<file path="config.mk">
export PLATFORM = sky130hd
export DESIGN_NAME = intel_hex_record_formatter_top_flat
export DESIGN_NICKNAME = d
export VERILOG_FILES = /design/src/rtl/core/ihf_pkg.sv /design/src/rtl/core/ihf_ifs.sv /design/src/rtl/core/ihf_ram.sv /design/src/rtl/core/ihf_seq.sv /design/src/rtl/core/ihf_pack.sv /design/src/rtl/core/intel_hex_record_formatter_top.sv /design/src/flat_wrapper.sv
export SDC_FILE = /design/constraint.sdc
export NUM_CORES = 1
export LEC_CHECK = 0
export BUFFER_PORTS_ARGS = -buffer_cell sky130_fd_sc_hd__clkbuf_2
export CORE_MARGIN = 2
export CORE_UTILIZATION = 30
export CTS_CLUSTER_DIAMETER = 80
export DETAILED_ROUTE_END_ITERATION = 8
export PLACE_DENSITY_LB_ADDON = 0.05
export RECOVER_POWER = 100
export SLEW_MARGIN = 20
export SYNTH_ARGS = -nofsm -noshare
export SYNTH_HDL_FRONTEND = slang
export SYNTH_SLANG_ARGS = --single-unit
</file>
<file path="constraint.sdc">
create_clock -name clk -period 5.3 [get_ports clk]
set_input_delay 0.795 -clock clk [delete_from_list [all_inputs] [get_ports clk]]
set_output_delay 0.795 -clock clk [all_outputs]
set_load 0.01 [all_outputs]
</file>
<file path="src/rtl/core/ihf_pkg.sv">
// shared types, constants and helpers of the intel hex record formatter
package ihf_pkg;

	localparam int ADDR_W        = 16;
	localparam int NXT_W         = ADDR_W + 1;
	localparam int REC_BYTES_DEF = 32;
	localparam int REC_BYTES_MAX = 255;
	// reciprocal shift, exact for any 17-bit address and any record size up to the max
	localparam int DIV_K         = NXT_W + $clog2(REC_BYTES_MAX + 1);

	localparam logic MODE_DATA = 1'b0;
	localparam logic MODE_END  = 1'b1;

	typedef logic [7:0] char_t;

	localparam char_t CHR_COLON     = 8'h3A;
	localparam char_t CHR_CR        = 8'h0D;
	localparam char_t CHR_LF        = 8'h0A;
	localparam char_t REC_TYPE_DATA = 8'h00;
	localparam char_t REC_TYPE_EOF  = 8'h01;

	localparam logic [1:0] CNT_ONE = 2'd1;
	localparam logic [1:0] CNT_TWO = 2'd2;

	localparam char_t HEX_DIGITS [16] = '{
		8'h30, 8'h31, 8'h32, 8'h33, 8'h34, 8'h35, 8'h36, 8'h37,
		8'h38, 8'h39, 8'h41, 8'h42, 8'h43, 8'h44, 8'h45, 8'h46
	};

	// one or two characters handed from the sequencer to the packer
	typedef struct packed {
		char_t c0;
		char_t c1;
		logic  two;
		logic  last;
	} sym_t;

	typedef enum logic [3:0] {
		S_IDLE,
		S_APPEND,
		S_COLON,
		S_COUNT,
		S_ADDR_HI,
		S_ADDR_LO,
		S_TYPE,
		S_DATA,
		S_SUM,
		S_CRLF
	} seq_state_t;

	function automatic char_t hex_char(input logic [3:0] nib);
		return HEX_DIGITS[nib];
	endfunction

endpackage

</file>
<file path="src/rtl/core/ihf_ifs.sv">
// valid/ready channel interfaces of the intel hex record formatter
interface ihf_in_if;
	import ihf_pkg::*;

	logic              valid;
	logic              ready;
	logic              mode;
	logic [ADDR_W-1:0] address;
	logic [7:0]        data_byte;

	modport source(output valid, output mode, output address, output data_byte, input ready);
	modport sink(input valid, input mode, input address, input data_byte, output ready);
endinterface

interface ihf_out_if;
	logic       valid;
	logic       ready;
	logic [7:0] first_char;
	logic [7:0] second_char;
	logic [1:0] char_count;
	logic       last_of_run;

	modport source(output valid, output first_char, output second_char, output char_count,
		output last_of_run, input ready);
	modport sink(input valid, input first_char, input second_char, input char_count,
		input last_of_run, output ready);
endinterface

</file>
<file path="src/rtl/core/ihf_ram.sv">
// generic single write port ram with registered read
module ihf_ram #(
	parameter int WIDTH = 8,
	parameter int DEPTH = 32,
	localparam int AW = (DEPTH > 1) ? $clog2(DEPTH) : 1
) (
	input  logic             clk,
	input  logic             wr_en,
	input  logic [AW-1:0]    wr_addr,
	input  logic [WIDTH-1:0] wr_data,
	input  logic [AW-1:0]    rd_addr,
	output logic [WIDTH-1:0] rd_data
);

	logic [WIDTH-1:0] mem_q [DEPTH];

	always_ff @(posedge clk) begin
		if (wr_en) begin
			mem_q[wr_addr] <= wr_data;
		end
		rd_data <= mem_q[rd_addr];
	end

endmodule

</file>
<file path="src/rtl/core/ihf_seq.sv">
// record sequencer: buffer bookkeeping, checksum, 1 hex pair/cycle if ready
module ihf_seq #(
	parameter int RECORD_BYTES = ihf_pkg::REC_BYTES_DEF,
	localparam int IDX_W = (RECORD_BYTES > 1) ? $clog2(RECORD_BYTES) : 1
) (
	input  logic             clk,
	input  logic             arst_n,
	ihf_in_if.sink           image,
	output logic             sym_valid,
	input  logic             sym_ready,
	output ihf_pkg::sym_t    sym,
	output logic             wr_en,
	output logic [IDX_W-1:0] wr_addr,
	output logic [7:0]       wr_data,
	output logic [IDX_W-1:0] rd_addr,
	input  logic [7:0]       rd_data
);
	import ihf_pkg::*;

	localparam int FILL_W = $clog2(RECORD_BYTES + 1);
	localparam int M_W    = DIV_K + 1;
	localparam int QP_W   = NXT_W + M_W;
	localparam int PROD_W = NXT_W + 8;
	localparam logic [M_W-1:0] DIV_M =
		M_W'(((longint'(1) << DIV_K) + longint'(RECORD_BYTES) - 1) / longint'(RECORD_BYTES));

	seq_state_t state_q, state_d;

	logic              mode_q;
	logic              eof_q;
	logic              pass_q;
	logic [ADDR_W-1:0] addr_q;
	logic [7:0]        byte_q;
	logic [NXT_W-1:0]  nxt_q;
	logic [NXT_W-1:0]  quo_q;
	logic [FILL_W-1:0] fill_q;
	logic [ADDR_W-1:0] start_q;
	logic [NXT_W-1:0]  next_q;
	logic [7:0]        sum_q, sum_d;
	logic [IDX_W-1:0]  idx_q, idx_d;

	logic              accept;
	logic              flush_first;
	logic [NXT_W-1:0]  in_nxt;
	logic [QP_W-1:0]   quo_prod;
	logic [PROD_W-1:0] chk_prod;
	logic              div_hit;
	logic [FILL_W-1:0] fill_new;
	logic              close_now;
	logic              close_fresh;
	logic              last_data;
	logic              last_rec;
	logic              sym_fire;
	logic              is_byte;
	logic [7:0]        cur_byte;
	logic              do_append;
	logic              rec_done;
	logic              start_eof;

	assign accept = image.valid && image.ready;
	assign in_nxt = {1'b0, image.address} + NXT_W'(1);
	// quotient by reciprocal multiply, checked against the record size later
	assign quo_prod = QP_W'(in_nxt) * QP_W'(DIV_M);
	assign flush_first = (fill_q != '0) &&
		((image.mode == MODE_END) || ({1'b0, image.address} != next_q));

	assign chk_prod    = PROD_W'(quo_q) * PROD_W'(RECORD_BYTES);
	assign div_hit     = chk_prod == PROD_W'(nxt_q);
	assign fill_new    = fill_q + FILL_W'(1);
	assign close_now   = div_hit || (fill_new == FILL_W'(RECORD_BYTES));
	assign close_fresh = div_hit || (RECORD_BYTES == 1);
	assign last_data   = FILL_W'(idx_q) == (fill_q - FILL_W'(1));
	assign last_rec    = eof_q || pass_q || ((mode_q == MODE_DATA) && !close_fresh);
	assign sym_fire    = sym_valid && sym_ready;

	assign wr_en   = do_append;
	assign wr_addr = fill_q[IDX_W-1:0];
	assign wr_data = byte_q;
	assign rd_addr = idx_d;

	always_ff @(posedge clk or negedge arst_n) begin
		if (!arst_n) begin
			state_q <= S_IDLE;
		end else begin
			state_q <= state_d;
		end
	end

	always_comb begin
		state_d     = state_q;
		image.ready = 1'b0;
		sym_valid   = 1'b0;
		is_byte     = 1'b0;
		cur_byte    = '0;
		do_append   = 1'b0;
		rec_done    = 1'b0;
		start_eof   = 1'b0;
		idx_d       = '0;
		unique case (state_q)
			S_IDLE: begin
				image.ready = 1'b1;
				if (accept) begin
					if (flush_first || image.mode == MODE_END) begin
						state_d = S_COLON;
					end else begin
						state_d = S_APPEND;
					end
				end
			end
			S_APPEND: begin
				do_append = 1'b1;
				state_d   = close_now ? S_COLON : S_IDLE;
			end
			S_COLON: begin
				sym_valid = 1'b1;
				if (sym_fire) state_d = S_COUNT;
			end
			S_COUNT: begin
				sym_valid = 1'b1;
				is_byte   = 1'b1;
				cur_byte  = eof_q ? 8'h00 : 8'(fill_q);
				if (sym_fire) state_d = S_ADDR_HI;
			end
			S_ADDR_HI: begin
				sym_valid = 1'b1;
				is_byte   = 1'b1;
				cur_byte  = eof_q ? 8'h00 : start_q[15:8];
				if (sym_fire) state_d = S_ADDR_LO;
			end
			S_ADDR_LO: begin
				sym_valid = 1'b1;
				is_byte   = 1'b1;
				cur_byte  = eof_q ? 8'h00 : start_q[7:0];
				if (sym_fire) state_d = S_TYPE;
			end
			S_TYPE: begin
				sym_valid = 1'b1;
				is_byte   = 1'b1;
				cur_byte  = eof_q ? REC_TYPE_EOF : REC_TYPE_DATA;
				if (sym_fire) state_d = eof_q ? S_SUM : S_DATA;
			end
			S_DATA: begin
				sym_valid = 1'b1;
				is_byte   = 1'b1;
				cur_byte  = rd_data;
				idx_d     = idx_q;
				if (sym_fire) begin
					if (last_data) begin
						idx_d   = '0;
						state_d = S_SUM;
					end else begin
						idx_d = idx_q + IDX_W'(1);
					end
				end
			end
			S_SUM: begin
				sym_valid = 1'b1;
				is_byte   = 1'b1;
				cur_byte  = ~sum_q + 8'd1;
				if (sym_fire) state_d = S_CRLF;
			end
			S_CRLF: begin
				sym_valid = 1'b1;
				if (sym_fire) begin
					rec_done = 1'b1;
					if (eof_q || pass_q) begin
						state_d = S_IDLE;
					end else if (mode_q == MODE_END) begin
						start_eof = 1'b1;
						state_d   = S_COLON;
					end else begin
						state_d = S_APPEND;
					end
				end
			end
			default: begin
				state_d = S_IDLE;
			end
		endcase

		sym.c0   = hex_char(cur_byte[7:4]);
		sym.c1   = hex_char(cur_byte[3:0]);
		sym.two  = 1'b1;
		sym.last = 1'b0;
		if (state_q == S_COLON) begin
			sym.c0  = CHR_COLON;
			sym.c1  = '0;
			sym.two = 1'b0;
		end else if (state_q == S_CRLF) begin
			sym.c0   = CHR_CR;
			sym.c1   = CHR_LF;
			sym.last = last_rec;
		end

		// running checksum, one byte per hex pair
		sum_d = sum_q;
		if (state_q == S_COLON) begin
			sum_d = '0;
		end else if (is_byte && sym_fire) begin
			sum_d = sum_q + cur_byte;
		end
	end

	always_ff @(posedge clk or negedge arst_n) begin
		if (!arst_n) begin
			fill_q  <= '0;
			start_q <= '0;
			next_q  <= '0;
			eof_q   <= 1'b0;
			pass_q  <= 1'b0;
			mode_q  <= MODE_DATA;
		end else begin
			if (accept) begin
				mode_q <= image.mode;
				eof_q  <= (image.mode == MODE_END) && !flush_first;
				pass_q <= 1'b0;
			end
			if (do_append) begin
				fill_q <= fill_new;
				next_q <= nxt_q;
				if (fill_q == '0) start_q <= addr_q;
				if (close_now) pass_q <= 1'b1;
			end
			if (rec_done && !eof_q) begin
				fill_q <= '0;
			end
			if (start_eof) begin
				eof_q <= 1'b1;
			end
		end
	end

	always_ff @(posedge clk) begin
		if (accept) begin
			addr_q <= image.address;
			byte_q <= image.data_byte;
			nxt_q  <= in_nxt;
			quo_q  <= quo_prod[DIV_K +: NXT_W];
		end
		sum_q <= sum_d;
		idx_q <= idx_d;
	end

	a_fill_range: assert property (@(posedge clk) disable iff (!arst_n)
		fill_q <= FILL_W'(RECORD_BYTES))
		else $error("record fill beyond buffer size");

	a_append_room: assert property (@(posedge clk) disable iff (!arst_n)
		(state_q == S_APPEND) |-> (fill_q != FILL_W'(RECORD_BYTES)))
		else $error("append into a full record buffer");

	a_idx_in_fill: assert property (@(posedge clk) disable iff (!arst_n)
		(state_q == S_DATA) |-> (FILL_W'(idx_q) < fill_q))
		else $error("data read beyond record fill");

	a_eof_no_append: assert property (@(posedge clk) disable iff (!arst_n)
		(eof_q && state_q != S_IDLE) |-> (state_q != S_APPEND))
		else $error("append while the end record is in flight");

endmodule

</file>
<file path="src/rtl/core/ihf_pack.sv">
// packs characters two per word, an odd run end alone; registered output
module ihf_pack (
	input  logic          clk,
	input  logic          arst_n,
	input  logic          sym_valid,
	output logic          sym_ready,
	input  ihf_pkg::sym_t sym,
	ihf_out_if.source     text
);
	import ihf_pkg::*;

	logic       out_valid_q;
	char_t      out_c0_q;
	char_t      out_c1_q;
	logic [1:0] out_cnt_q;
	logic       out_last_q;

	logic       hold_v_q, hold_v_d;
	char_t      hold_c_q, hold_c_d;
	logic       flush_q, flush_d;

	logic       slot_free;
	logic       fire;
	logic       emit;
	char_t      e_c0;
	char_t      e_c1;
	logic [1:0] e_cnt;
	logic       e_last;

	assign slot_free = !out_valid_q || text.ready;
	assign sym_ready = slot_free && !flush_q;
	assign fire      = sym_valid && sym_ready;

	assign text.valid       = out_valid_q;
	assign text.first_char  = out_c0_q;
	assign text.second_char = out_c1_q;
	assign text.char_count  = out_cnt_q;
	assign text.last_of_run = out_last_q;

	always_comb begin
		emit     = 1'b0;
		e_c0     = '0;
		e_c1     = '0;
		e_cnt    = CNT_TWO;
		e_last   = 1'b0;
		hold_v_d = hold_v_q;
		hold_c_d = hold_c_q;
		flush_d  = flush_q;
		if (flush_q) begin
			// leftover odd character closes the run
			if (slot_free) begin
				emit     = 1'b1;
				e_c0     = hold_c_q;
				e_cnt    = CNT_ONE;
				e_last   = 1'b1;
				hold_v_d = 1'b0;
				flush_d  = 1'b0;
			end
		end else if (fire) begin
			if (hold_v_q) begin
				emit   = 1'b1;
				e_c0   = hold_c_q;
				e_c1   = sym.c0;
				e_last = sym.last && !sym.two;
				if (sym.two) begin
					hold_c_d = sym.c1;
					flush_d  = sym.last;
				end else begin
					hold_v_d = 1'b0;
				end
			end else if (sym.two) begin
				emit   = 1'b1;
				e_c0   = sym.c0;
				e_c1   = sym.c1;
				e_last = sym.last;
			end else if (sym.last) begin
				emit   = 1'b1;
				e_c0   = sym.c0;
				e_cnt  = CNT_ONE;
				e_last = 1'b1;
			end else begin
				hold_v_d = 1'b1;
				hold_c_d = sym.c0;
			end
		end
	end

	always_ff @(posedge clk or negedge arst_n) begin
		if (!arst_n) begin
			out_valid_q <= 1'b0;
			hold_v_q    <= 1'b0;
			flush_q     <= 1'b0;
		end else begin
			hold_v_q <= hold_v_d;
			flush_q  <= flush_d;
			if (emit) begin
				out_valid_q <= 1'b1;
			end else if (text.ready) begin
				out_valid_q <= 1'b0;
			end
		end
	end

	always_ff @(posedge clk) begin
		hold_c_q <= hold_c_d;
		if (emit) begin
			out_c0_q   <= e_c0;
			out_c1_q   <= e_c1;
			out_cnt_q  <= e_cnt;
			out_last_q <= e_last;
		end
	end

	a_flush_has_char: assert property (@(posedge clk) disable iff (!arst_n)
		flush_q |-> hold_v_q)
		else $error("flush pending without a held character");

	a_run_end_clean: assert property (@(posedge clk) disable iff (!arst_n)
		(fire && sym.last) |=> (!hold_v_q || flush_q))
		else $error("character left behind at end of run");

	a_emit_room: assert property (@(posedge clk) disable iff (!arst_n)
		emit |-> slot_free)
		else $error("output word overwritten before it was taken");

endmodule

</file>
<file path="src/rtl/core/intel_hex_record_formatter_top.sv">
// intel hex record formatter top level
// a data byte that closes no record gives no output word
// a closed record of n bytes goes out one hex pair per cycle while the packer is ready
// an end item sends the end record, after any flushed record
// reset clears fill, start and next address; the record buffer is not cleared
module intel_hex_record_formatter_top #(
	parameter int RECORD_BYTES = ihf_pkg::REC_BYTES_DEF
) (
	input  logic      clk,
	input  logic      arst_n,
	ihf_in_if.sink    image,
	ihf_out_if.source text
);
	import ihf_pkg::*;

	localparam int IDX_W = (RECORD_BYTES > 1) ? $clog2(RECORD_BYTES) : 1;

	sym_t             sym;
	logic             sym_valid;
	logic             sym_ready;
	logic             wr_en;
	logic [IDX_W-1:0] wr_addr;
	logic [7:0]       wr_data;
	logic [IDX_W-1:0] rd_addr;
	logic [7:0]       rd_data;

	ihf_seq #(
		.RECORD_BYTES(RECORD_BYTES)
	) u_seq (
		.clk      (clk),
		.arst_n   (arst_n),
		.image    (image),
		.sym_valid(sym_valid),
		.sym_ready(sym_ready),
		.sym      (sym),
		.wr_en    (wr_en),
		.wr_addr  (wr_addr),
		.wr_data  (wr_data),
		.rd_addr  (rd_addr),
		.rd_data  (rd_data)
	);

	ihf_ram #(
		.WIDTH(8),
		.DEPTH(RECORD_BYTES)
	) u_buf (
		.clk    (clk),
		.wr_en  (wr_en),
		.wr_addr(wr_addr),
		.wr_data(wr_data),
		.rd_addr(rd_addr),
		.rd_data(rd_data)
	);

	ihf_pack u_pack (
		.clk      (clk),
		.arst_n   (arst_n),
		.sym_valid(sym_valid),
		.sym_ready(sym_ready),
		.sym      (sym),
		.text     (text)
	);

endmodule
</file>
<file path="src/flat_wrapper.sv">
// flat-port wrapper written by rule: the top's interface ports become plain ports
module intel_hex_record_formatter_top_flat import ihf_pkg::*;
#(
	parameter int RECORD_BYTES = ihf_pkg::REC_BYTES_DEF
)
  (clk, arst_n, image_valid, image_mode, image_address, image_data_byte, image_ready, text_valid, text_first_char, text_second_char, text_char_count, text_last_of_run, text_ready);
  ihf_in_if image_i ();
  ihf_out_if text_i ();
  input  logic clk;
  input  logic arst_n;
  input wire logic [$bits(image_i.valid)-1:0] image_valid;
  input wire logic [$bits(image_i.mode)-1:0] image_mode;
  input wire logic [$bits(image_i.address)-1:0] image_address;
  input wire logic [$bits(image_i.data_byte)-1:0] image_data_byte;
  output wire logic [$bits(image_i.ready)-1:0] image_ready;
  output wire logic [$bits(text_i.valid)-1:0] text_valid;
  output wire logic [$bits(text_i.first_char)-1:0] text_first_char;
  output wire logic [$bits(text_i.second_char)-1:0] text_second_char;
  output wire logic [$bits(text_i.char_count)-1:0] text_char_count;
  output wire logic [$bits(text_i.last_of_run)-1:0] text_last_of_run;
  input wire logic [$bits(text_i.ready)-1:0] text_ready;
  assign image_i.valid = image_valid;
  assign image_i.mode = image_mode;
  assign image_i.address = image_address;
  assign image_i.data_byte = image_data_byte;
  assign image_ready = image_i.ready;
  assign text_valid = text_i.valid;
  assign text_first_char = text_i.first_char;
  assign text_second_char = text_i.second_char;
  assign text_char_count = text_i.char_count;
  assign text_last_of_run = text_i.last_of_run;
  assign text_i.ready = text_ready;
  intel_hex_record_formatter_top #(.RECORD_BYTES(RECORD_BYTES)) u_core (.clk(clk), .arst_n(arst_n), .image(image_i), .text(text_i));
endmodule
</file>
==> results.txt, run 1 <==
* Floorplan die area: a little over 0.06 sq mm
* Cell Pwr Density: 500 mW/mm^2
- Final nets: between 1500 and 2000
* Number of buffers added by the clock tree synthesis step: 48
- Counting flops with a built-in enable in the synthesized netlist gives about 320.
* Final total negative setup slack: 0 ns
* Highest-utilization routing layer at the global route stage: met2
* Transition time at the pin with the least slew margin: between 2 and 3 ns
* Synth Warn #: 0
- In this run the worst path has a maximum fanout of 28.
- Violated checks: capacitance limit, slew limit
* Max IR drop VDD: between 0.0002 and 0.0003 V
- Counting both buffers and inverters, the worst setup path holds a total of 1.
- Input and output buffers added on the ports amount to 47.
* Final period demand of the worst path: between 4 and 5 ns
- Total grt overflow: 0
- For the worst-skew pair, the clock arrives at the later sink with an insertion delay of 0.59 ns.
- In the layout the commonest cells are 318 x edfxtp_1, 146 x nor2_1, 83 x nand2_1.
- Across the run, the number of max-cap violations was 12.
- Post-cts sizing count: 0
- Detailed placement finished with a half-perimeter wire length of 37500 microns.
* Worst-path cell chain: nand2b_1 > nor3_4 > clkbuf_1 > nand2_1 > or3_1 > mux2_2
- The first global-routing pass estimated roughly 85000 microns of wire.
- The library cell used most frequently in the layout, excluding fill and tap cells, is edfxtp_1.
- In the global route stage, overall resource usage came out at around 18%.
* TritonCTS clock tree: done
- Final Hold Slack: roughly 0.39 ns
* Core Util, Final: between 30% and 40%
- Netlist Area Pre-Place: around 0.018 sq mm
* Maximum number of pins on one net before global-route repair: 50
- From synthesis to final layout, the design area changed by 14.1%.
- For this run, asynchronously set or reset flops after synthesis account for around an eighth.
* Die boundary width: between 200 and 250 microns
- Met3 usage: about 3.3%
- Worst path depth: 6
- Slowest library cell on the worst path: clkbuf_1
* Run status: finished, violations left
- TritonCTS Sinks: approximately 390
* Depth of the worst hold-timing path: 1
- Setup repair after global routing left no endpoint under its margin.
- Once placement completed, the tool counted placed cells totaling about 2200.
- In this run the clock root is driven by a clkbuf_16.
* HP Class: in -> reg
- # DRC: 0
* Io pins: 50
- Data arrival time of the critical path: ~5.0 ns
* Die outline height: about 250 microns
- The worst setup path is launched from a flip-flop.
- The number of setup buffers added after CTS is 0.
- Cells with a size suffix above 1 make up ~11% of the layout.
* Relative slew margins: -97.0%
* Class of the most critical setup path: reg -> reg
* Gate count after technology mapping: between 1000 and 1500
* Total Power Consumption: between 10 and 15 mW
- In this run, the number of DRC markers left after iteration 0 of detailed routing was 1179.
- Fraction of met2 tracks used by global routing: a little over a quarter
* Final hold vios: 0
* Final Max Tran Viols: between 400 and 500
* GPL Wtd Cong: 0.801
- Worst path required time: roughly 5.8 ns
* Setup crit end kind: flip-flop
* Global routing met1 resource utilization: between 20% and 30%
- Vias per cell: approximately 5.4
- Biggest cell delay along the critical path: ~1.2 ns
- Routed Antenna Nets: 0
* Worst Setup Slack, final: 0.720 ns
- The core region is around 0.06 sq mm.
- Once placement finished, the instance area stood at around 0.019 sq mm.
- Wire length reported by the detailed router: 57700 microns
* Setup violation total in the final timing report: 0
- Leakage component of the power: between 6 and 7 nW
- Achievable frequency: between 0.2 and 0.25 GHz
- The finished cells cover between 0.02 and 0.025 sq mm.
- Post-DR wirelength/cell: around 25 microns
* Post-CTS clock slew at the launch and capture registers of the worst setup and hold paths: 0.06 ns
- Once the floorplan was initialized, standard cells occupied 30.2% of the core.
- Excluding fillers, the count of instances in the completed layout stands at around 2300.
- For this run, the leading register cell type out of synthesis is edfxtp_1.
- Syn_area_per_cell: approximately 12 sq um
* Via count: 12600
* H-tree depth reported by CTS: 2
* Tcrit/Tclk final: 86.4%
- Total of hold buffers inserted after clock tree synthesis: 0
* Number of storage elements in the synthesis netlist: 388
- Post-Place Worst Slack: ~0.83 ns
- First-pass DRT Iterations: 6
* Length in cells of the worst reg-to-reg path: 6
* Std cell rows: 90
* Via count of the first global-routing pass: 12400
- Distinct cell type count after synthesis: between 80 and 90
* Antenna violations before repair: 3
- Top Family by Delay on Critical Path: simple AND/OR/NAND/NOR gates
* Worst Clk Skew: approximately 0.016 ns
* Share of the yosys chip area belonging to registers: between 60% and 70%
* Max Root-Sink Buffers: 3
-- sequential cells by signal (all words and copies together), names as in the netlist, 8 cells and up --
name	flops
u_core.u_buf.mem_q	256
u_core.u_buf.rd_data	8
u_core.u_seq.addr_q	16
u_core.u_seq.next_q	17
u_core.u_seq.nxt_q	17
u_core.u_seq.start_q	16
u_core.u_seq.sum_q	8
u_core.u_seq.wr_data	8
-- path summary, 6_finish.rpt --
path / from / slack, ns / endpoint
max in group asynchronous: arst_n / 2.33 / u_core.u_seq.next_q[4]$_DFFE_PN0P_
hold reg to reg: u_core.u_seq.nxt_q[12]$_DFFE_PP_ / 0.47 / u_core.u_seq.next_q[12]$_DFFE_PN0P_
setup / recovery: u_core.u_seq.state_q[1]$_DFFE_PN0P_ / 0.72 / u_core.u_seq.start_q[6]$_DFFE_PN0P_
hold / removal: image_data_byte[3] / 0.39 / u_core.u_seq.wr_data[3]$_DFFE_PP_
setup reg to reg: u_core.u_seq.state_q[1]$_DFFE_PN0P_ / 0.72 / u_core.u_seq.start_q[6]$_DFFE_PN0P_
min in group asynchronous: arst_n / 1.26 / u_core.u_seq.eof_q$_DFFE_PN0P_
-- Yosys cell counts, types with 10 or more instances --
cell | number | area share, %
edfxtp_1 | 318 | 53
nor2_1 | 145 | 3.0
nand2_1 | 83 | 1.7
o21ai_0 | 69 | 1.9
a21oi_1 | 67 | 1.9
clkbuf_1 | 54 | 1.1
dfrtp_1 | 49 | 6.8
nor3_1 | 42 | 1.2
a22oi_1 | 41 | 1.7
xnor2_1 | 39 | 1.9
mux2_2 | 38 | 2.4
a221oi_1 | 34 | 1.6
buf_2 | 30 | 0.83
nand3_1 | 29 | 0.80
or3_1 | 28 | 0.97
o211ai_1 | 27 | 1.1
inv_1 | 22 | 0.46
dfxtp_1 | 21 | 2.3
o22ai_1 | 21 | 0.72
a22o_1 | 19 | 0.92
ha_1 | 19 | 1.3
and3_1 | 15 | 0.52
xor2_1 | 15 | 0.72
a222oi_1 | 14 | 0.77
nand2b_1 | 13 | 0.45
mux2i_1 | 12 | 0.66
o31ai_1 | 12 | 0.50
nor4_1 | 11 | 0.38
a221o_1 | 10 | 0.55
o21ai_1 | 10 | 0.28
-- power breakdown --
| group | switching [mW] | internal [mW] |
|---|---|---|
| logic | 1.96 | 0.939 |
| clock network | 1.31 | 1.97 |
| registers | 0.329 | 3.84 |
| total | 3.60 | 6.74 |
-- metal layers --
| layer | routed length [microns] | vias to the layer above |
|---|---|---|
| met4 | 1550 | 2 |
| met3 | 3350 | 83 |
| met1 | 27700 | 6313 |
| met5 | 12 | - |
| li1 | - | 5833 |
| met2 | 25100 | 362 |
-- kinds of logic (layout without fill, tap and decap cells) --
logic type | count (synthesis) | after routing | synth area share [%]
xor gates and xnor gates | 55 | 55 | 2.76
muxes | 50 | 50 | 3.02
AOI/OAI and AO/OA | 414 | 414 | 16.4
DFF | 388 | 388 | 61.8
and+or+nand+nor | 422 | 422 | 11.4
adders and majority gates | 20 | 20 | 1.42
buffers and inverters | 130 | 203 | 3.18
other | 1 | 3 | 0.0207
-- final cells by class --
class                           instances  area [sq um]
Fill cell                            5888         39300
Sequential cell                       388         11200
Multi-Input combinational cell        963          6390
Clock buffer                           61          1290
Tap cell                              782           978
Timing Repair Buffer                   86           440
Clock inverter                         29           279
Inverter                               27           103
Antenna cell                            1          2.50
(Power assumes the default switching activity.)
==> run 2: changes to the inputs <==
==> constraint.sdc (replaced) <==
create_clock -name clk -period 4.6 [get_ports clk]
set_input_delay 0.69 -clock clk [delete_from_list [all_inputs] [get_ports clk]]
set_output_delay 0.69 -clock clk [all_outputs]
set_load 0.005 [all_outputs]
==> run 2 against run 1 <==
Effect of this change:
- the run still ends with capacitance limit, slew limit left
- combinational power rose by 15%
- sequential share of layout area fell by 0.27 points
- first-iteration DRC count fell by 7.7%
- flip-flop and latch count did not move
- maximum frequency rose by 6.2%
- final cell count barely moved
- clock-buffer cell count rose by 5
- via count fell by 0.19%
- power rose by 15%
- clock power rose by 17%
- largest cell class unchanged
==> results.txt, run 2 (synthesis results as in run 1) <==
- The run finished, with violations left.
- Violated checks: capacitance limit, slew limit
- Count of maximum capacitance violations: 10
- Highest-count cells in the layout ignoring fill and taps: 318 x edfxtp_1, 146 x nor2_1, 83 x nand2_1
- The first global-routing pass estimated about 85000 microns of wire.
* Leading registers by flop count: u_core.u_buf.mem_q: 256 flops, u_core.u_seq.next_q: 17 flops, u_core.u_seq.nxt_q: 17 flops
- The via count of the first global-routing pass came to 12500.
- Clock root buffer: clkbuf_16
* Number of buffers added by the clock tree synthesis step: 48
* Number of flip-flops under the largest register name: between 200 and 300
- Final Max Tran Viols: approximately 340
- Fraction of final layout cells sized beyond drive strength 1: between 10% and 20%
- Transition time at the pin with the least slew margin: 2.37 ns
* Final period demand of the worst path: 4.31 ns
- Entering global routing, the biggest net connects 55 pins.
- Number of DRC markers after the initial detailed-route iteration: between 1000 and 1500
- TritonCTS Sinks: just under 400
- The placed instances occupy a cell area of roughly 0.019 sq mm.
- Die outline height: around 250 microns
* Total grt overflow: 0
- In the global route stage, overall resource usage came out at 18.2%.
* Max IR drop VDD: 0.000332 V
- RSZ-0062 raised after global routing: no
* Routed Antenna Nets: 0
* Worst path required time: just over 5 ns
* Setup violation total in the final timing report: 0
- Later-pin clock latency in the skew report: 0.60 ns
* Worst-path cell chain: o21ai_0 > and4_4 > nand3_2 > o21ai_2 > nand2b_1 > inv_1 > nor2_2 > a22oi_1 > nand3_1 > o2bb2a_1
- Slowest library cell on the worst path: o21ai_0
* Hold path startpoint: image_data_byte[6]
- Io pins: 50
- FILL cells: 5891
- Wire length reported by the detailed router: approximately 57000 microns
- In the final timing run, aggregate negative setup slack is 0 ns.
* Area used by sequential logic in the layout: 0.0112 sq mm
* Post-cts sizing count: 0
- Leakage component of the power: between 6 and 7 nW
- # DRC: 0
* Ant. Diodes: 0
- Floorplan die area: 0.0624 sq mm
- Post-route standard cell area excluding fillers: ~0.021 sq mm
- Via count: 12600
- TritonCTS clock tree: done
- Highest fanout seen on the critical path: 20
- Measured against its own limit, the worst slew margin works out to -58.2%.
* Initial standard-cell utilization of the core: 30.2%
- Clock skew on the completed layout was measured at 0.0240 ns.
- Area occupied by multi-input gates: about 0.0064 sq mm
- Hold is met by roughly 0.27 ns.
- Post-CTS setup repair buffer count: 0
- The final layout contains approximately 1600 nets.
- The worst setup path is captured at a flip-flop.
- The core region is 0.0600 sq mm.
- For this run, the top clock speed supported by timing is around 0.23 GHz.
* Data arrival time of the critical path: between 4 and 5 ns
- Port buffering added 47 buffers.
- Final HPWL DP: 36700 microns
- Cell Pwr Density: approximately 570 mW/mm^2
- Counting along the longest clock path gives a buffer depth of 3.
- The first detailed-routing pass took 6 iterations.
- Buffers inserted to repair hold after CTS numbered 0.
* Worst Setup Slack, final: between 0.2 and 0.3 ns
- Using the TritonRoute via totals, the vias-per-cell ratio works out to 5.38.
- Class of the most critical setup path: reg -> reg
- Dividing the final minimum period by the clock period gives roughly 94%.
- GPL Wtd Cong: approximately 0.85
- Most common cell after layout, fill and taps aside: edfxtp_1
- The most critical setup path has its startpoint at u_core.u_seq.state_q[2]$_DFFE_PN0P_.
- The worst setup path is launched from a flip-flop.
- The tightest min-delay check is of the in -> reg type.
- Die boundary width: 250 microns
* Post-DR wirelength/cell: between 20 and 25 microns
- Reg-to-reg critical path startpoint: u_core.u_seq.state_q[2]$_DFFE_PN0P_
* Most flop-heavy register: u_core.u_buf.mem_q
- Final hold vios: 0
- Prior to clock tree synthesis, the placed netlist has a worst setup slack of 0.566 ns.
- Antenna violations before repair: 1
* Biggest cell delay along the critical path: approximately 0.65 ns
- From synthesis to final layout, the design area changed by 14.7%.
- Clock-pin slew was measured on the worst setup and hold paths at 0.06 ns.
* Total Power Consumption: ~12 mW
- The H-tree was split into 2 levels.
* Std cell rows: 90
==> run 2: changes by cell type in the layout (fill, tap and decap cells not counted), sizes merged <==
cell      before  now
clkbuf       123  126
diode          1    0
buf           24   29
clkinv        25   19
inv           25   26
clkinvlp       1    0
==> run 2: layer usage <==
layer  vias to the layer above  part of all wire [%]  GRT usage, %
met3                        76                   4.9          3.02
met4                         0                   1.9          4.29
met2                       312                    45          27.9
li1                       5831                     -             -
met1                      6350                    48          26.8
met5                         -                     0             0
==> run 2: critical path, delay by kind of cell, from the launching register on <==
family / cells / cell delay [ns]
buffers and inverters: 1 / 0.46
AOI/OAI and AO/OA: 4 / 1.32
DFF: 1 / 0.58
and+or+nand+nor: 5 / 1.82
==> run 2: area by class of cell <==
type / count / share of cell area [%]
Clock buffer: 66 / 6.40
Clock inverter: 23 / 1.34
Inverter: 27 / 0.494
Multi-Input combinational cell: 963 / 30.7
Sequential cell: 388 / 53.9
Tap cell: 782 / 4.71
Timing Repair Buffer: 89 / 2.45
==> run 2: power by group <==
part           switching, mW  total, mW  internal [mW]
logic                   2.23       3.33           1.10
registers              0.344       4.76           4.42
clock network           1.54       3.85           2.31
==> run 2: path summary, 6_finish.rpt <==
path	end	slack [ns]	depth (start not counted)
worst max-delay path	u_core.u_buf.rd_data[2]$_DFF_P_	0.29	10
min in group asynchronous	u_core.u_pack.flush_q$_DFF_PN0_	0.71	1
max in group asynchronous	u_core.u_seq.start_q[4]$_DFFE_PN0P_	2.02	2
worst max register to register	u_core.u_buf.rd_data[2]$_DFF_P_	0.29	10
worst min-delay path	u_core.u_seq.wr_data[6]$_DFFE_PP_	0.27	1
worst min register to register	u_core.u_seq.next_q[9]$_DFFE_PN0P_	0.47	1
==> run 2: metrics by stage <==
stage	util, %	instances
after floorplan	-	1481
after global placement	32.1	2249
after detailed placement	32.1	2249
after CTS	34.8	2338
after global routing	34.6	2338
final	34.6	2338
==> run 3: changes to the inputs <==
--- a/config.mk
+++ b/config.mk
@@ -6,9 +6,9 @@
 export NUM_CORES = 1
 export LEC_CHECK = 0
 export BUFFER_PORTS_ARGS = -buffer_cell sky130_fd_sc_hd__clkbuf_2
-export CORE_MARGIN = 2
 export CORE_UTILIZATION = 30
 export CTS_CLUSTER_DIAMETER = 80
+export CTS_CLUSTER_SIZE = 8
 export DETAILED_ROUTE_END_ITERATION = 8
 export PLACE_DENSITY_LB_ADDON = 0.05
 export RECOVER_POWER = 100
==> constraint.sdc (replaced) <==
create_clock -name clk -period 4.6 [get_ports clk]
set_input_delay 0.69 -clock clk [delete_from_list [all_inputs] [get_ports clk]]
set_output_delay 0.69 -clock clk [all_outputs]
set_load 0.05 [all_outputs]
==> run 3 against run 2 <==
Effect of this change:
- the run ends with DRC, capacitance limit, slew limit left
- maximum frequency grew 3.3%
- register-to-register slack gained 0.14 ns
- die area shrank 1.6%
- critical path depth rose by 2
- first-iteration DRC count grew 9.9%
- largest cell class unchanged
- core utilization up 0.32 points
- flip-flop and latch count unchanged
- power rose by 1.6%
- cell area down 0.19%
- combinational power is 9.6% higher
==> results.txt, run 3 (synthesis results as in run 1) <==
- Tcrit/Tclk final: roughly nine tenths
- Final hold vios: 0
- TritonCTS Sinks: roughly 390
- Floorplan die area: 0.0614 sq mm
- Most flop-heavy register: u_core.u_buf.mem_q
- HP Class: in -> reg
- After clock tree synthesis, the flow added hold-fix buffers numbering 0.
- Clock root buffer: clkbuf_16
* Std cell rows: a little under 90
- Transition time at the pin with the least slew margin: ~2.2 ns
* Post-CTS setup repair buffer count: 0
- Cells with a size suffix above 1 make up roughly 11% of the layout.
- The critical path is of the reg -> reg type.
- The first global-routing pass estimated 84500 microns of wire.
- Maximum number of pins on one net before global-route repair: 56
- At the worst endpoint, the arrival time is around 4.7 ns.
- Wire length reported by the detailed router: approximately 58000 microns
- Measured along the y axis, the die boundary spans ~250 microns.
- For hold timing, the worst endpoint is u_core.u_seq.wr_data[7]$_DFFE_PP_.
* Reg-to-reg critical path startpoint: u_core.u_seq.fill_q[0]$_DFFE_PN0P_
* Core Footprint: slightly below 0.06 sq mm
- Final HPWL DP: between 30000 and 40000 microns
* Most common cell after layout, fill and taps aside: edfxtp_1
- Derived from the worst setup path, the maximum achievable clock frequency is ~0.24 GHz.
- Across the run, the number of max-cap violations was 9.
- The first routing iteration left roughly 1200 violations.
- Final hold analysis gives a worst-case slack of approximately 0.27 ns.
- In the global route stage, overall resource usage came out at between 10% and 20%.
* Via count of the first global-routing pass: around 12000
- Die boundary width: about 250 microns
- Max Root-Sink Buffers: 3
* Final period demand of the worst path: 4.17 ns
- The library cells used most frequently in the layout, excluding fill and tap cells, are 318 x edfxtp_1, 146 x nor2_1, 83 x nand2_1.
* RSZ-0062 raised after global routing: no
- In this run the critical register-to-register path is captured at u_core.u_buf.rd_data[3]$_DFF_P_.
* Final Max Tran Viols: 256
* First-pass DRT Iterations: 7
* Antenna violations before repair: 2
- The startpoint identified for the worst hold timing path is image_data_byte[7].
* Area added between synthesis and finish: 14.5%
- In this run the register-to-register setup slack is about 0.43 ns.
* Number of flip-flops under the largest register name: 256
* Ant. Diodes: 0
- Number of buffers added by the clock tree synthesis step: between 50 and 60
* Final total negative setup slack: 0 ns
- In this run the power density over the cells is 585 mW/mm^2.
* Setup violation total in the final timing report: 0
* Initial standard-cell utilization of the core: a little under a third
- Later-pin clock latency in the skew report: 0.61 ns
- Buffers placed on the I/O ports in this run total 47.
- Measured in cells, the most critical reg-to-reg path has a length of 12.
- Final nets: 1579
- At the worst endpoint, the required time is 5.08 ns.
* Max IR drop VDD: approximately 0.0003 V
* Via count: about 13000
- STA classifies the critical path startpoint as a flip-flop.
* Relative slew margins: -46.3%
- Run status: finished, violations left
* # DRC: 1
* Total grt overflow: 0
* Post-CTS clock slew at the launch and capture registers of the worst setup and hold paths: ~0.060 ns
- Setup crit end kind: flip-flop
* Startpoint of the most critical setup path: u_core.u_seq.fill_q[0]$_DFFE_PN0P_
- H-tree depth reported by CTS: 2
* Io pins: 50
* Worst Clk Skew: around 0.03 ns
* Highest fanout seen on the critical path: 17
- The checks that failed: DRC, capacitance limit, slew limit.
* Leakage component of the power: just under 7 nW
- GPL Wtd Cong: ~0.88
- TritonCTS clock tree: done
- Leading registers by flop count: u_core.u_buf.mem_q: 256 flops, u_core.u_seq.next_q: 17 flops, u_core.u_seq.nxt_q: 17 flops
- Post-cts sizing count: 0
- Post-DR wirelength/cell: 24.7 microns
- Routed Antenna Nets: 0
- FILL cells: about 5800
- Vias per cell: about 5.4
- Depth of the worst hold-timing path: 1
[run 3: worst max-delay path, stage by stage (launching register included)]
cell,delay (ns)
dfrtp_1,0.63
inv_1,0.17
ha_1,0.26
xor2_1,0.15
xnor2_1,0.20
nand4_1,0.35
o21ai_2,0.60
and2_1,0.74
inv_2,0.26
a21oi_1,0.20
a21oi_1,0.08
o22ai_1,0.15
o2bb2a_1,0.26
[run 3: routing by layer]
| metal | track usage (%) | routed length (microns) |
|---|---|---|
| met5 | 0 | 0 |
| met2 | 29.1 | 26300 |
| met4 | 5.49 | 1370 |
| met3 | 2.69 | 2910 |
| met1 | 27.3 | 27200 |
[run 3: metrics by stage]
step	instances	util, %	setup slack (ns)	area, sq um	power (mW)
floorplan	1481	-	1.35	18100	7.30
CTS	2339	35.1	0.494	20900	12.4
finish	2339	35.0	0.426	20700	12.1
global placement	2247	32.5	0.551	19300	8.59
global route	2339	35.0	0.116	20700	12.8
detailed placement	2247	32.5	0.504	19300	8.59
[run 3: worst max path at each step]
| stage | end | cells past startpoint |
|---|---|---|
| after floorplan | u_core.u_seq.sum_q[7]$_SDFFE_PP0P_ | 14 |
| after global placement | u_core.u_buf.rd_data[5]$_DFF_P_ | 12 |
| after detailed placement | u_core.u_buf.rd_data[5]$_DFF_P_ | 12 |
| after CTS | u_core.u_buf.rd_data[5]$_DFF_P_ | 12 |
| after global routing | u_core.u_buf.rd_data[1]$_DFF_P_ | 10 |
| final | u_core.u_buf.rd_data[3]$_DFF_P_ | 12 |
[run 3: area by class of cell]
cell class	instances	area [sq um]	area share, %
Sequential cell	388	11200	54.0
Inverter	27	103	0.495
Tap cell	773	967	4.66
Clock inverter	3	33.8	0.163
Timing Repair Buffer	96	563	2.71
Clock buffer	89	1500	7.25
Multi-Input combinational cell	963	6380	30.7
[run 3: power breakdown]
part | internal (mW) | total (mW) | switching (mW) | leakage (nW)
Sequential | 4.42 | 4.79 | 0.367 | 3.67
Clock | 2.20 | 3.71 | 1.51 | 0.736
Combinational | 1.12 | 3.65 | 2.53 | 2.47
